**src/rtl/sorted_set_intersection_unit_macros.svh**
```systemverilog
// Assertion macros shared by the sorted set intersection RTL.
`ifndef SORTED_SET_INTERSECTION_UNIT_MACROS_SVH
`define SORTED_SET_INTERSECTION_UNIT_MACROS_SVH

// Same-cycle implication, sampled on clk and disabled while arst_n is low.
`define SSI_ASSERT_IMP(label, ante, cons, msg) \
	label: assert property (@(posedge clk) disable iff (!arst_n) (ante) |-> (cons)) \
		else $error(msg);

// Next-cycle implication, sampled on clk and disabled while arst_n is low.
`define SSI_ASSERT_NXT(label, ante, cons, msg) \
	label: assert property (@(posedge clk) disable iff (!arst_n) (ante) |=> (cons)) \
		else $error(msg);

`endif

```
**src/rtl/ssi_pkg.sv**
```systemverilog
// Shared types, codes and constants of the sorted set intersection unit.
package ssi_pkg;

	localparam int unsigned ELEM_W          = 64;
	localparam int unsigned COUNT_W         = 32;
	localparam int unsigned CFG_W           = 4;
	localparam int unsigned DEF_QUEUE_DEPTH = 16;
	localparam int unsigned CMD_FIFO_DEPTH  = 2;
	localparam logic [CFG_W-1:0] ELEM_BYTES_RESET = 4'd4;

	// Request codes on the input channel.
	typedef enum logic [1:0] {
		REQ_ELEM_A = 2'd0,
		REQ_ELEM_B = 2'd1,
		REQ_END_A  = 2'd2,
		REQ_END_B  = 2'd3
	} req_type_t;

	// Result codes on the output channel.
	typedef enum logic [1:0] {
		KIND_MATCH    = 2'd0,
		KIND_DONE     = 2'd1,
		KIND_OVERFLOW = 2'd2
	} kind_t;

	// Classified item passed from the front end to the merge engine.
	typedef struct packed {
		logic              is_b;
		logic              has_elem;
		logic              ends;
		logic              width_ok;
		logic [ELEM_W-1:0] value;
	} cmd_t;

	// Mask that keeps the low nbytes bytes; zero bytes keeps nothing.
	function automatic logic [ELEM_W-1:0] width_mask(input logic [CFG_W-1:0] nbytes);
		logic [ELEM_W-1:0] m;
		m = '0;
		for (int i = 0; i < ELEM_W / 8; i++) begin
			if (CFG_W'(i) < nbytes) begin
				m[i*8 +: 8] = 8'hFF;
			end
		end
		return m;
	endfunction

endpackage

```
**src/rtl/ssi_if.sv**
```systemverilog
// Request and result channel interfaces of the sorted set intersection unit.
interface ssi_req_if;
	import ssi_pkg::*;

	logic              valid;
	logic              ready;
	logic [1:0]        req_type;
	logic [ELEM_W-1:0] elem_value;
	logic              is_last;

	modport source (output valid, output req_type, output elem_value, output is_last,
		input ready);
	modport sink (input valid, input req_type, input elem_value, input is_last,
		output ready);
endinterface

interface ssi_rsp_if;
	import ssi_pkg::*;

	logic               valid;
	logic               ready;
	logic [1:0]         kind;
	logic [ELEM_W-1:0]  match_value;
	logic [COUNT_W-1:0] match_count;
	logic               last_of_run;

	modport source (output valid, output kind, output match_value, output match_count,
		output last_of_run, input ready);
	modport sink (input valid, input kind, input match_value, input match_count,
		input last_of_run, output ready);
endinterface

```
**src/rtl/ssi_front.sv**
```systemverilog
// Front end: element width register, request decode and value masking.
module ssi_front (
	input  logic                       clk,
	input  logic                       arst_n,
	input  logic                       cfg_we,
	input  logic [ssi_pkg::CFG_W-1:0]  cfg_wdata,
	ssi_req_if.sink                    req,
	output logic                       cmd_valid,
	input  logic                       cmd_ready,
	output ssi_pkg::cmd_t              cmd
);
	import ssi_pkg::*;

	logic [CFG_W-1:0] elem_bytes_q;

	// Element width register.
	always_ff @(posedge clk or negedge arst_n) begin
		if (!arst_n) begin
			elem_bytes_q <= ELEM_BYTES_RESET;
		end else if (cfg_we) begin
			elem_bytes_q <= cfg_wdata;
		end
	end

	// Decode the request and mask the value to the configured width.
	always_comb begin
		cmd.is_b     = (req.req_type == REQ_ELEM_B) || (req.req_type == REQ_END_B);
		cmd.has_elem = (req.req_type == REQ_ELEM_A) || (req.req_type == REQ_ELEM_B);
		cmd.ends     = cmd.has_elem ? req.is_last : 1'b1;
		cmd.width_ok = (elem_bytes_q != '0) && (elem_bytes_q <= CFG_W'(ELEM_W / 8));
		cmd.value    = req.elem_value & width_mask(elem_bytes_q);
	end

	assign cmd_valid = req.valid;
	assign req.ready = cmd_ready;

endmodule

```
**src/rtl/ssi_cmd_fifo.sv**
```systemverilog
// Short queue of classified items between the front end and the merge engine.
module ssi_cmd_fifo (
	input  logic          clk,
	input  logic          arst_n,
	input  logic          in_valid,
	output logic          in_ready,
	input  ssi_pkg::cmd_t in_cmd,
	output logic          out_valid,
	input  logic          out_ready,
	output ssi_pkg::cmd_t out_cmd
);
	import ssi_pkg::*;

	localparam int unsigned PW = (CMD_FIFO_DEPTH > 1) ? $clog2(CMD_FIFO_DEPTH) : 1;
	localparam int unsigned CW = $clog2(CMD_FIFO_DEPTH + 1);

	cmd_t          entry_q [CMD_FIFO_DEPTH];
	logic [PW-1:0] wr_ptr_q;
	logic [PW-1:0] rd_ptr_q;
	logic [CW-1:0] count_q;
	logic          push;
	logic          pop;

	assign in_ready  = (count_q != CW'(CMD_FIFO_DEPTH));
	assign out_valid = (count_q != '0);
	assign out_cmd   = entry_q[rd_ptr_q];
	assign push      = in_valid && in_ready;
	assign pop       = out_valid && out_ready;

	// Entry storage.
	always_ff @(posedge clk) begin
		if (push) begin
			entry_q[wr_ptr_q] <= in_cmd;
		end
	end

	// Pointers and occupancy.
	always_ff @(posedge clk or negedge arst_n) begin
		if (!arst_n) begin
			wr_ptr_q <= '0;
			rd_ptr_q <= '0;
			count_q  <= '0;
		end else begin
			if (push) begin
				wr_ptr_q <= (wr_ptr_q == PW'(CMD_FIFO_DEPTH - 1)) ? '0 : wr_ptr_q + 1'b1;
			end
			if (pop) begin
				rd_ptr_q <= (rd_ptr_q == PW'(CMD_FIFO_DEPTH - 1)) ? '0 : rd_ptr_q + 1'b1;
			end
			if (push && !pop) begin
				count_q <= count_q + 1'b1;
			end else if (pop && !push) begin
				count_q <= count_q - 1'b1;
			end
		end
	end

endmodule

```
**src/rtl/ssi_merge.sv**
```systemverilog
// Merge engine: list queue, head compare loop, completion tracking and result register.
`include "sorted_set_intersection_unit_macros.svh"

module ssi_merge #(
	parameter int unsigned QUEUE_DEPTH = ssi_pkg::DEF_QUEUE_DEPTH
) (
	input  logic          clk,
	input  logic          arst_n,
	input  logic          cmd_valid,
	output logic          cmd_ready,
	input  ssi_pkg::cmd_t cmd,
	ssi_rsp_if.source     rsp
);
	import ssi_pkg::*;

	localparam int unsigned AW = $clog2(QUEUE_DEPTH);
	localparam int unsigned CW = $clog2(QUEUE_DEPTH + 1);

	typedef enum logic [2:0] {
		ST_IDLE,
		ST_LOAD,
		ST_CMP,
		ST_CHECK,
		ST_EMIT
	} state_t;

	// Only one list can hold elements once the compare loop has settled, so both
	// lists share one ring buffer and side_b_q tells which list it holds.
	logic [ELEM_W-1:0]  mem [QUEUE_DEPTH];
	logic [ELEM_W-1:0]  rdata_q;

	state_t             state_q;
	logic [AW-1:0]      head_q;
	logic [CW-1:0]      fill_q;
	logic               side_b_q;
	logic               ended_a_q;
	logic               ended_b_q;
	logic               finished_q;
	logic [COUNT_W-1:0] matches_q;
	logic [ELEM_W-1:0]  x_q;
	logic               x_b_q;
	logic               width_ok_q;
	logic               pend_ev_q;
	kind_t              ev_kind_q;
	logic [ELEM_W-1:0]  ev_value_q;
	logic [COUNT_W-1:0] ev_count_q;
	logic               pend_done_q;
	logic [COUNT_W-1:0] done_count_q;
	logic               out_valid_q;
	kind_t              out_kind_q;
	logic [ELEM_W-1:0]  out_value_q;
	logic [COUNT_W-1:0] out_count_q;
	logic               out_last_q;

	logic               own_ended;
	logic               other_held;
	logic               push_now;
	logic [AW-1:0]      head_next;
	logic [AW:0]        tail_sum;
	logic [AW-1:0]      tail;
	logic [COUNT_W-1:0] matches_inc;
	logic               done_now;
	logic               out_free;
	logic               out_load;
	logic               mem_we;
	logic [AW-1:0]      mem_waddr;
	logic [ELEM_W-1:0]  mem_wdata;

	// Decode of the item at the queue head and ring arithmetic.
	always_comb begin
		own_ended  = cmd.is_b ? ended_b_q : ended_a_q;
		other_held = (fill_q != '0) && (side_b_q != cmd.is_b);
		push_now   = (state_q == ST_IDLE) && cmd_valid && !own_ended && !finished_q &&
			cmd.has_elem && !other_held && (fill_q != CW'(QUEUE_DEPTH));
		head_next  = (head_q == AW'(QUEUE_DEPTH - 1)) ? '0 : head_q + 1'b1;
		tail_sum   = {1'b0, head_q} + {1'b0, fill_q[AW-1:0]};
		tail       = (tail_sum >= (AW+1)'(QUEUE_DEPTH)) ?
			AW'(tail_sum - (AW+1)'(QUEUE_DEPTH)) : tail_sum[AW-1:0];
		matches_inc = (matches_q == '1) ? matches_q : matches_q + 1'b1;
		done_now   = (ended_a_q && (fill_q == '0 || side_b_q)) ||
			(ended_b_q && (fill_q == '0 || !side_b_q));
	end

	// Queue write port: a plain push, or the arriving element that outlived
	// every head of the other list.
	always_comb begin
		mem_we    = 1'b0;
		mem_waddr = tail;
		mem_wdata = cmd.value;
		if (push_now) begin
			mem_we = 1'b1;
		end else if (state_q == ST_CMP && width_ok_q && x_q > rdata_q &&
				fill_q == CW'(1)) begin
			mem_we    = 1'b1;
			mem_waddr = head_next;
			mem_wdata = x_q;
		end
	end

	// Queue storage with registered head read.
	always_ff @(posedge clk) begin
		if (mem_we) begin
			mem[mem_waddr] <= mem_wdata;
		end
		if (state_q == ST_LOAD) begin
			rdata_q <= mem[head_q];
		end
	end

	assign cmd_ready = (state_q == ST_IDLE);
	assign out_free  = !out_valid_q || rsp.ready;
	assign out_load  = (state_q == ST_EMIT) && out_free && (pend_ev_q || pend_done_q);

	// Sequencer and result register.
	always_ff @(posedge clk or negedge arst_n) begin
		if (!arst_n) begin
			state_q      <= ST_IDLE;
			head_q       <= '0;
			fill_q       <= '0;
			side_b_q     <= 1'b0;
			ended_a_q    <= 1'b0;
			ended_b_q    <= 1'b0;
			finished_q   <= 1'b0;
			matches_q    <= '0;
			x_q          <= '0;
			x_b_q        <= 1'b0;
			width_ok_q   <= 1'b0;
			pend_ev_q    <= 1'b0;
			ev_kind_q    <= KIND_MATCH;
			ev_value_q   <= '0;
			ev_count_q   <= '0;
			pend_done_q  <= 1'b0;
			done_count_q <= '0;
			out_valid_q  <= 1'b0;
			out_kind_q   <= KIND_MATCH;
			out_value_q  <= '0;
			out_count_q  <= '0;
			out_last_q   <= 1'b0;
		end else begin
			if (out_load) begin
				out_valid_q <= 1'b1;
			end else if (rsp.ready) begin
				out_valid_q <= 1'b0;
			end

			unique case (state_q)
				ST_IDLE: begin
					if (cmd_valid && !own_ended) begin
						if (finished_q) begin
							// After completion only the end of the remaining list matters.
							if (cmd.ends) begin
								if (cmd.is_b ? ended_a_q : ended_b_q) begin
									ended_a_q  <= 1'b0;
									ended_b_q  <= 1'b0;
									finished_q <= 1'b0;
									matches_q  <= '0;
								end else if (cmd.is_b) begin
									ended_b_q <= 1'b1;
								end else begin
									ended_a_q <= 1'b1;
								end
							end
						end else begin
							x_q        <= cmd.value;
							x_b_q      <= cmd.is_b;
							width_ok_q <= cmd.width_ok;
							if (cmd.ends) begin
								if (cmd.is_b) begin
									ended_b_q <= 1'b1;
								end else begin
									ended_a_q <= 1'b1;
								end
							end
							if (cmd.has_elem && other_held) begin
								state_q <= ST_LOAD;
							end else begin
								if (cmd.has_elem) begin
									if (fill_q == CW'(QUEUE_DEPTH)) begin
										pend_ev_q  <= 1'b1;
										ev_kind_q  <= KIND_OVERFLOW;
										ev_value_q <= '0;
										ev_count_q <= matches_q;
									end else begin
										fill_q   <= fill_q + 1'b1;
										side_b_q <= cmd.is_b;
									end
								end
								state_q <= ST_CHECK;
							end
						end
					end
				end

				ST_LOAD: begin
					state_q <= ST_CMP;
				end

				ST_CMP: begin
					// Compare the new element with the head of the other list.
					priority if (!width_ok_q || x_q == rdata_q) begin
						head_q <= head_next;
						fill_q <= fill_q - 1'b1;
						if (width_ok_q) begin
							matches_q  <= matches_inc;
							pend_ev_q  <= 1'b1;
							ev_kind_q  <= KIND_MATCH;
							ev_value_q <= x_q;
							ev_count_q <= matches_inc;
						end
						state_q <= ST_CHECK;
					end else if (x_q < rdata_q) begin
						state_q <= ST_CHECK;
					end else begin
						head_q <= head_next;
						if (fill_q == CW'(1)) begin
							// Last head gone: the new element now fills its own list.
							side_b_q <= x_b_q;
							state_q  <= ST_CHECK;
						end else begin
							fill_q  <= fill_q - 1'b1;
							state_q <= ST_LOAD;
						end
					end
				end

				ST_CHECK: begin
					// A list that has ended with nothing queued completes the pair.
					if (done_now) begin
						pend_done_q  <= 1'b1;
						done_count_q <= matches_q;
						head_q       <= '0;
						fill_q       <= '0;
						if (ended_a_q && ended_b_q) begin
							ended_a_q  <= 1'b0;
							ended_b_q  <= 1'b0;
							matches_q  <= '0;
						end else begin
							finished_q <= 1'b1;
						end
					end
					state_q <= (done_now || pend_ev_q) ? ST_EMIT : ST_IDLE;
				end

				ST_EMIT: begin
					if (out_free) begin
						if (pend_ev_q) begin
							out_kind_q  <= ev_kind_q;
							out_value_q <= ev_value_q;
							out_count_q <= ev_count_q;
							out_last_q  <= !pend_done_q;
							pend_ev_q   <= 1'b0;
							if (!pend_done_q) begin
								state_q <= ST_IDLE;
							end
						end else begin
							out_kind_q  <= KIND_DONE;
							out_value_q <= '0;
							out_count_q <= done_count_q;
							out_last_q  <= 1'b1;
							pend_done_q <= 1'b0;
							state_q     <= ST_IDLE;
						end
					end
				end

				default: begin
					state_q <= ST_IDLE;
				end
			endcase
		end
	end

	assign rsp.valid       = out_valid_q;
	assign rsp.kind        = out_kind_q;
	assign rsp.match_value = out_value_q;
	assign rsp.match_count = out_count_q;
	assign rsp.last_of_run = out_last_q;

	// Both lists ended always clears the pair before the next item is taken.
	`SSI_ASSERT_IMP(a_idle_not_both_ended, state_q == ST_IDLE, !(ended_a_q && ended_b_q), "both lists ended while idle")
	// A completed pair keeps nothing queued.
	`SSI_ASSERT_IMP(a_finished_empty, finished_q, fill_q == '0, "queue holds elements after completion")
	// A compare needs a head of the list opposite to the arriving element.
	`SSI_ASSERT_IMP(a_cmp_other_list, state_q == ST_CMP, (fill_q != '0) && (side_b_q != x_b_q), "compare without a head of the other list")
	// The result register is never overwritten while a result waits.
	`SSI_ASSERT_IMP(a_out_no_overwrite, out_load, !out_valid_q || rsp.ready, "result overwritten before it was taken")
	// Completion leaves the pair finished or fully cleared.
	`SSI_ASSERT_NXT(a_done_marks_finished, state_q == ST_CHECK && done_now, finished_q || (!ended_a_q && !ended_b_q), "completion did not mark the pair finished")

endmodule

```
**src/rtl/sorted_set_intersection_unit.sv**
```systemverilog
// Sorted set intersection unit top level.
//
// Elements of two ascending lists arrive on req, each tagged A or B, and are
// masked to the configured element width; matches, completion and overflow
// results leave on rsp. An item is first classified and placed in a
// two-entry queue, so the input can run ahead while the merge engine works or
// while a result waits to be taken, until that queue is full. The merge engine
// takes an item in its idle state and then checks for completion; an item that
// meets queued heads of the other list first passes through a read of the list
// memory, then a compare, for every head that it is compared against, and each
// result is handed to the output register in an emit step that waits while the
// register is full. The single read port of the list memory paces the compare
// loop. Over a whole list pair each element is compared about once. The list
// memory holds QUEUE_DEPTH elements and needs no clearing after reset.
module sorted_set_intersection_unit #(
	parameter int unsigned QUEUE_DEPTH = ssi_pkg::DEF_QUEUE_DEPTH
) (
	input  logic                      clk,
	input  logic                      arst_n,
	input  logic                      cfg_we,
	input  logic [ssi_pkg::CFG_W-1:0] cfg_wdata,
	ssi_req_if.sink                   req,
	ssi_rsp_if.source                 rsp
);
	import ssi_pkg::*;

	logic front_valid;
	logic front_ready;
	cmd_t front_cmd;
	logic merge_valid;
	logic merge_ready;
	cmd_t merge_cmd;

	// Request decode and element width register.
	ssi_front u_front (
		.clk       (clk),
		.arst_n    (arst_n),
		.cfg_we    (cfg_we),
		.cfg_wdata (cfg_wdata),
		.req       (req),
		.cmd_valid (front_valid),
		.cmd_ready (front_ready),
		.cmd       (front_cmd)
	);

	// Decoupling queue.
	ssi_cmd_fifo u_cmd_fifo (
		.clk       (clk),
		.arst_n    (arst_n),
		.in_valid  (front_valid),
		.in_ready  (front_ready),
		.in_cmd    (front_cmd),
		.out_valid (merge_valid),
		.out_ready (merge_ready),
		.out_cmd   (merge_cmd)
	);

	// Merge engine and result register.
	ssi_merge #(
		.QUEUE_DEPTH (QUEUE_DEPTH)
	) u_merge (
		.clk       (clk),
		.arst_n    (arst_n),
		.cmd_valid (merge_valid),
		.cmd_ready (merge_ready),
		.cmd       (merge_cmd),
		.rsp       (rsp)
	);

endmodule
```
**src/flat_wrapper.sv**
```systemverilog
// flat-port wrapper written by rule: the top's interface ports become plain ports
module sorted_set_intersection_unit_flat import ssi_pkg::*;
#(
	parameter int unsigned QUEUE_DEPTH = ssi_pkg::DEF_QUEUE_DEPTH
)
  (clk, arst_n, cfg_we, cfg_wdata, req_valid, req_req_type, req_elem_value, req_is_last, req_ready, rsp_valid, rsp_kind, rsp_match_value, rsp_match_count, rsp_last_of_run, rsp_ready);
  ssi_req_if req_i ();
  ssi_rsp_if rsp_i ();
  input  logic clk;
  input  logic arst_n;
  input  logic cfg_we;
  input  logic [ssi_pkg::CFG_W-1:0] cfg_wdata;
  input wire logic [$bits(req_i.valid)-1:0] req_valid;
  input wire logic [$bits(req_i.req_type)-1:0] req_req_type;
  input wire logic [$bits(req_i.elem_value)-1:0] req_elem_value;
  input wire logic [$bits(req_i.is_last)-1:0] req_is_last;
  output wire logic [$bits(req_i.ready)-1:0] req_ready;
  output wire logic [$bits(rsp_i.valid)-1:0] rsp_valid;
  output wire logic [$bits(rsp_i.kind)-1:0] rsp_kind;
  output wire logic [$bits(rsp_i.match_value)-1:0] rsp_match_value;
  output wire logic [$bits(rsp_i.match_count)-1:0] rsp_match_count;
  output wire logic [$bits(rsp_i.last_of_run)-1:0] rsp_last_of_run;
  input wire logic [$bits(rsp_i.ready)-1:0] rsp_ready;
  assign req_i.valid = req_valid;
  assign req_i.req_type = req_req_type;
  assign req_i.elem_value = req_elem_value;
  assign req_i.is_last = req_is_last;
  assign req_ready = req_i.ready;
  assign rsp_valid = rsp_i.valid;
  assign rsp_kind = rsp_i.kind;
  assign rsp_match_value = rsp_i.match_value;
  assign rsp_match_count = rsp_i.match_count;
  assign rsp_last_of_run = rsp_i.last_of_run;
  assign rsp_i.ready = rsp_ready;
  sorted_set_intersection_unit #(.QUEUE_DEPTH(QUEUE_DEPTH)) u_core (.clk(clk), .arst_n(arst_n), .cfg_we(cfg_we), .cfg_wdata(cfg_wdata), .req(req_i), .rsp(rsp_i));
endmodule
```
**config.mk**
```make
export PLATFORM = sky130hd
export DESIGN_NAME = sorted_set_intersection_unit_flat
export DESIGN_NICKNAME = d
export VERILOG_FILES = /design/src/rtl/ssi_pkg.sv /design/src/rtl/ssi_if.sv /design/src/rtl/ssi_front.sv /design/src/rtl/ssi_cmd_fifo.sv /design/src/rtl/ssi_merge.sv /design/src/rtl/sorted_set_intersection_unit.sv /design/src/flat_wrapper.sv
export VERILOG_INCLUDE_DIRS = /design/src /design/src/rtl
export SDC_FILE = /design/constraint.sdc
export NUM_CORES = 2
export LEC_CHECK = 0
export BUFFER_PORTS_ARGS = -buffer_cell sky130_fd_sc_hd__buf_2
export CORE_ASPECT_RATIO = 0.6
export CORE_UTILIZATION = 40
export CTS_CLUSTER_SIZE = 28
export DETAILED_ROUTE_END_ITERATION = 10
export PLACE_DENSITY_LB_ADDON = 0.1
export RECOVER_POWER = 25
export SYNTH_ARGS = -nofsm -noshare
export SYNTH_HDL_FRONTEND = slang
export SYNTH_SLANG_ARGS = --single-unit
```
**constraint.sdc**
```tcl
create_clock -name clk -period 6.8 [get_ports clk]
set_input_delay 1.02 -clock clk [delete_from_list [all_inputs] [get_ports clk]]
set_output_delay 1.02 -clock clk [all_outputs]
set_load 0.005 [all_outputs]
```
==> impl_metrics.ini <==
[clock_network]
cts_sinks = 1577
cts_buffers = 155
path_clk_slew_ns = 0.06
clk_latency_ns = 0.78
hold_buffers = 0
h-tree-depth = 4
cts_tree = yes
cts_root_buf = clkbuf_16
ctsResizeCount = 0
clk_path_buf_depth = 3
post_cts_buffers = 0

[global_route]
gr-total-overflow = 0
use_met2_pct = 29.4
grt_max_degree = 144
grt_pass1_wl_um = 248000
top_usage_layer = met1
grt_use_total_pct = 20.8
grt_pass1_vias = 35400
antenna_found_initial = 7
grtUsageMet1_pct = 33.0
use_met3_pct = 3.03

[sta]
fin_worst_skew_ns = 0.0284
period_share_pct = 93.6
final_hold_viol_count = 0
tightest_slew_ns = 4.85
setup-violations-final = 0
setup-tns-final_ns = 0
whs_ns = 0.268
timing.fmax_ghz = 0.157
relSlewSlack_pct = -224
setup_slack_ns = 0.439
fin_crit_ns = 6.36
drv_slew = 521
rsz0062_at_grt = no

[drt]
drt_iter0_drc = 3210
viasPerCell = 5.43
wl_per_cell_um = 25.6
drt_wl_total_um = 168000
via_count = 35600
firstDrtPassIters = 5
drc_errors = 0
ant_nets = 0

[floorplanning]
core_area_sq_um = 159000
dieHeight_um = 313
io_pins = 177
floorplan.initialDensity_pct = 40.5
rows = 113
die_x_um = 520
die_area_sq_um = 163000

[cells_and_area]
fillers = 13900
layoutNonFillerInstCount = 6559
postLayoutCoreUtil_pct = 46.0
fin_area_sq_um = 73200
areaGrowthSynthToFinish_pct = 13.6
nNetsFinal = 4451
drive_above_1_share_pct = 20.3

[synthesis]
synth.ff_latch_count = 1577
synthTopCellsByArea = edfxtp_1 57%, dfrtp_1 14%, mux2_2 4.9%, mux4_2 4.5%, mux2i_1 3.6%
synth.distinct_cells = 82
post-synth-top-count-cell = edfxtp_1
synth.largest_area_cell = edfxtp_1
netlist_area_sq_um = 64500
ys_top_cells_by_count = 1224 x edfxtp_1, 447 x nand2_1, 352 x dfrtp_1
seq_area_frac_synth_pct = 70.7
synthCells = 4132
yosysTopAreaCellShare_pct = 57.0
async_reset_ff_share_pct = 22.4
synth_warnings = 0
synth_flop_cell = edfxtp_1
synth_edf_count = 1224
synth.avg_cell_area_sq_um = 15.6
syn_nets = 4282

[run_status]
violations = capacitance limit, slew limit
outcome = finished, violations left

[setup_path]
setup.worst_path.class = reg2reg
cp_max_fo = 45
start_kind = register
required_ns = 7.21
crit_path_end_kind = register
cp.arrival_ns = 6.77

[placed_design]
place_inst = 6271
dpl-instance-area_sq_um = 68100
hpwl_um = 101000
port_buffers = 176
gp_congestion = 0.775
pre_cts_slack_ns = 0.539

[worst_hold_path]
hp-class = in2async

[power]
ir_worst_vdd_mv = 0.411
leakagePower_nw = 26.4
powerDensity_nw_per_um2 = 427
design_power_total_mw = 31.3

[flow_run]
maxCapViolCount = 9
cell families (layout without fill, tap and decap cells):
group	after synthesis	count (layout)	share of synthesized area, %
DFF	1577	1577	70.7
xor gates and xnor gates	18	18	0.256
AOI/OAI and AO/OA	678	678	6.45
buffers and inverters	321	620	1.96
adders and majority gates	74	74	1.45
muxes	656	656	13.3
other	0	1	0
and+or+nand+nor	808	808	5.88
flip-flops by register name, indices dropped and copies added (netlist names), 5 cells and up:
| register | cells |
|---|---|
| u_core.u_merge.x_q | 64 |
| u_core.u_merge.ev_value_q | 64 |
| u_core.u_merge.rdata_q | 64 |
| u_core.u_cmd_fifo.entry_q | 136 |
| u_core.u_merge.rsp.match_count | 32 |
| u_core.u_merge.rsp.match_value | 64 |
| u_core.u_merge.ev_count_q | 32 |
| u_core.u_merge.matches_q | 32 |
| u_core.u_merge.done_count_q | 32 |
| u_core.u_merge.fill_q | 5 |
| u_core.u_merge.mem | 1024 |
layout make-up:
| type | count | area, sq um | area share, % |
|---|---|---|---|
| sequential | 1577 | 45600 | 62.3 |
| tap | 2127 | 2660 | 3.64 |
| multi-input combinational | 2234 | 17800 | 24.4 |
| timing repair buffer | 248 | 1530 | 2.09 |
| inverter | 85 | 319 | 0.436 |
| clock buffer | 209 | 4410 | 6.03 |
| clock inverter | 78 | 827 | 1.13 |
| antenna | 1 | 2.50 | 0.00342 |
where the power goes:
part | internal, mW | switching (mW)
combinational | 3.17 | 5.79
clock | 5.17 | 3.73
sequential | 12.6 | 0.797
final timing paths:
| check | start | to | slack [ns] | depth (start not counted) |
|---|---|---|---|---|
| worst max-delay path | u_core.u_merge.x_q[43] | u_core.u_merge.mem[8][28] | 0.44 | 9 |
| worst min-delay path | arst_n | u_core.u_merge.done_count_q[20] | 0.27 | 1 |
| worst max register to register | u_core.u_merge.x_q[43] | u_core.u_merge.mem[8][28] | 0.44 | 9 |
| worst min register to register | u_core.u_merge.ev_value_q[14] | u_core.u_merge.ev_value_q[14] | 0.47 | 2 |
| max in group asynchronous | arst_n | u_core.u_merge.ev_value_q[32] | 2.22 | 2 |
| min in group clk | req_req_type[0] | u_core.u_cmd_fifo.entry_q[0][67] | 0.44 | 1 |
critical path: stages, from the launching register on:
cell     delay (ns)
dfrtp_1        0.41
ha_1           0.32
nand4_1        0.27
nor4_1         1.08
nand2_1        0.43
a31oi_1        0.97
or4_1          0.45
a41oi_1        0.52
a21oi_4        1.02
buf_12         0.43
cells in the final DEF, fill, tap and decap left out, types with 11 or more instances in the layout:
cell type  synthesis  layout
a21o_1            15      15
nor2b_1           52      52
buf_4              8      46
o211ai_1          11      11
bufinv_16          0      16
nor3_1            27      27
a221oi_1          66      66
clkinv_1           0      19
clkbuf_1         176      79
nor4_1            11      11
nand4_1           30      30
a31oi_1           23      23
mux2_2           280     280
clkbuf_16          0     163
mux4_2           128     128
a21oi_4            0      16
ha_1              73      73
and2_0             0      16
edfxtp_1        1224    1224
and3_1            12      12
o21ai_0          286     286
nor2_1            52      48
or3_1             13      13
dfrtp_1          352     346
clkbuf_8           0      16
nand2_1          447     446
clkinv_2           0      31
mux2i_1          231     231
a21oi_1          143     127
buf_12             0      15
nand3_1          100     100
mux2_1            16      16
buf_2             25     134
inv_1             85      85
a22oi_1           67      67
per-layer routing:
metal	routed length [um]	vias up
met5	0	-
met3	7350	192
met2	70900	765
met4	3420	0
li1	-	16200
met1	86200	18400
Note: power is estimated with default switching activity, not from simulation.
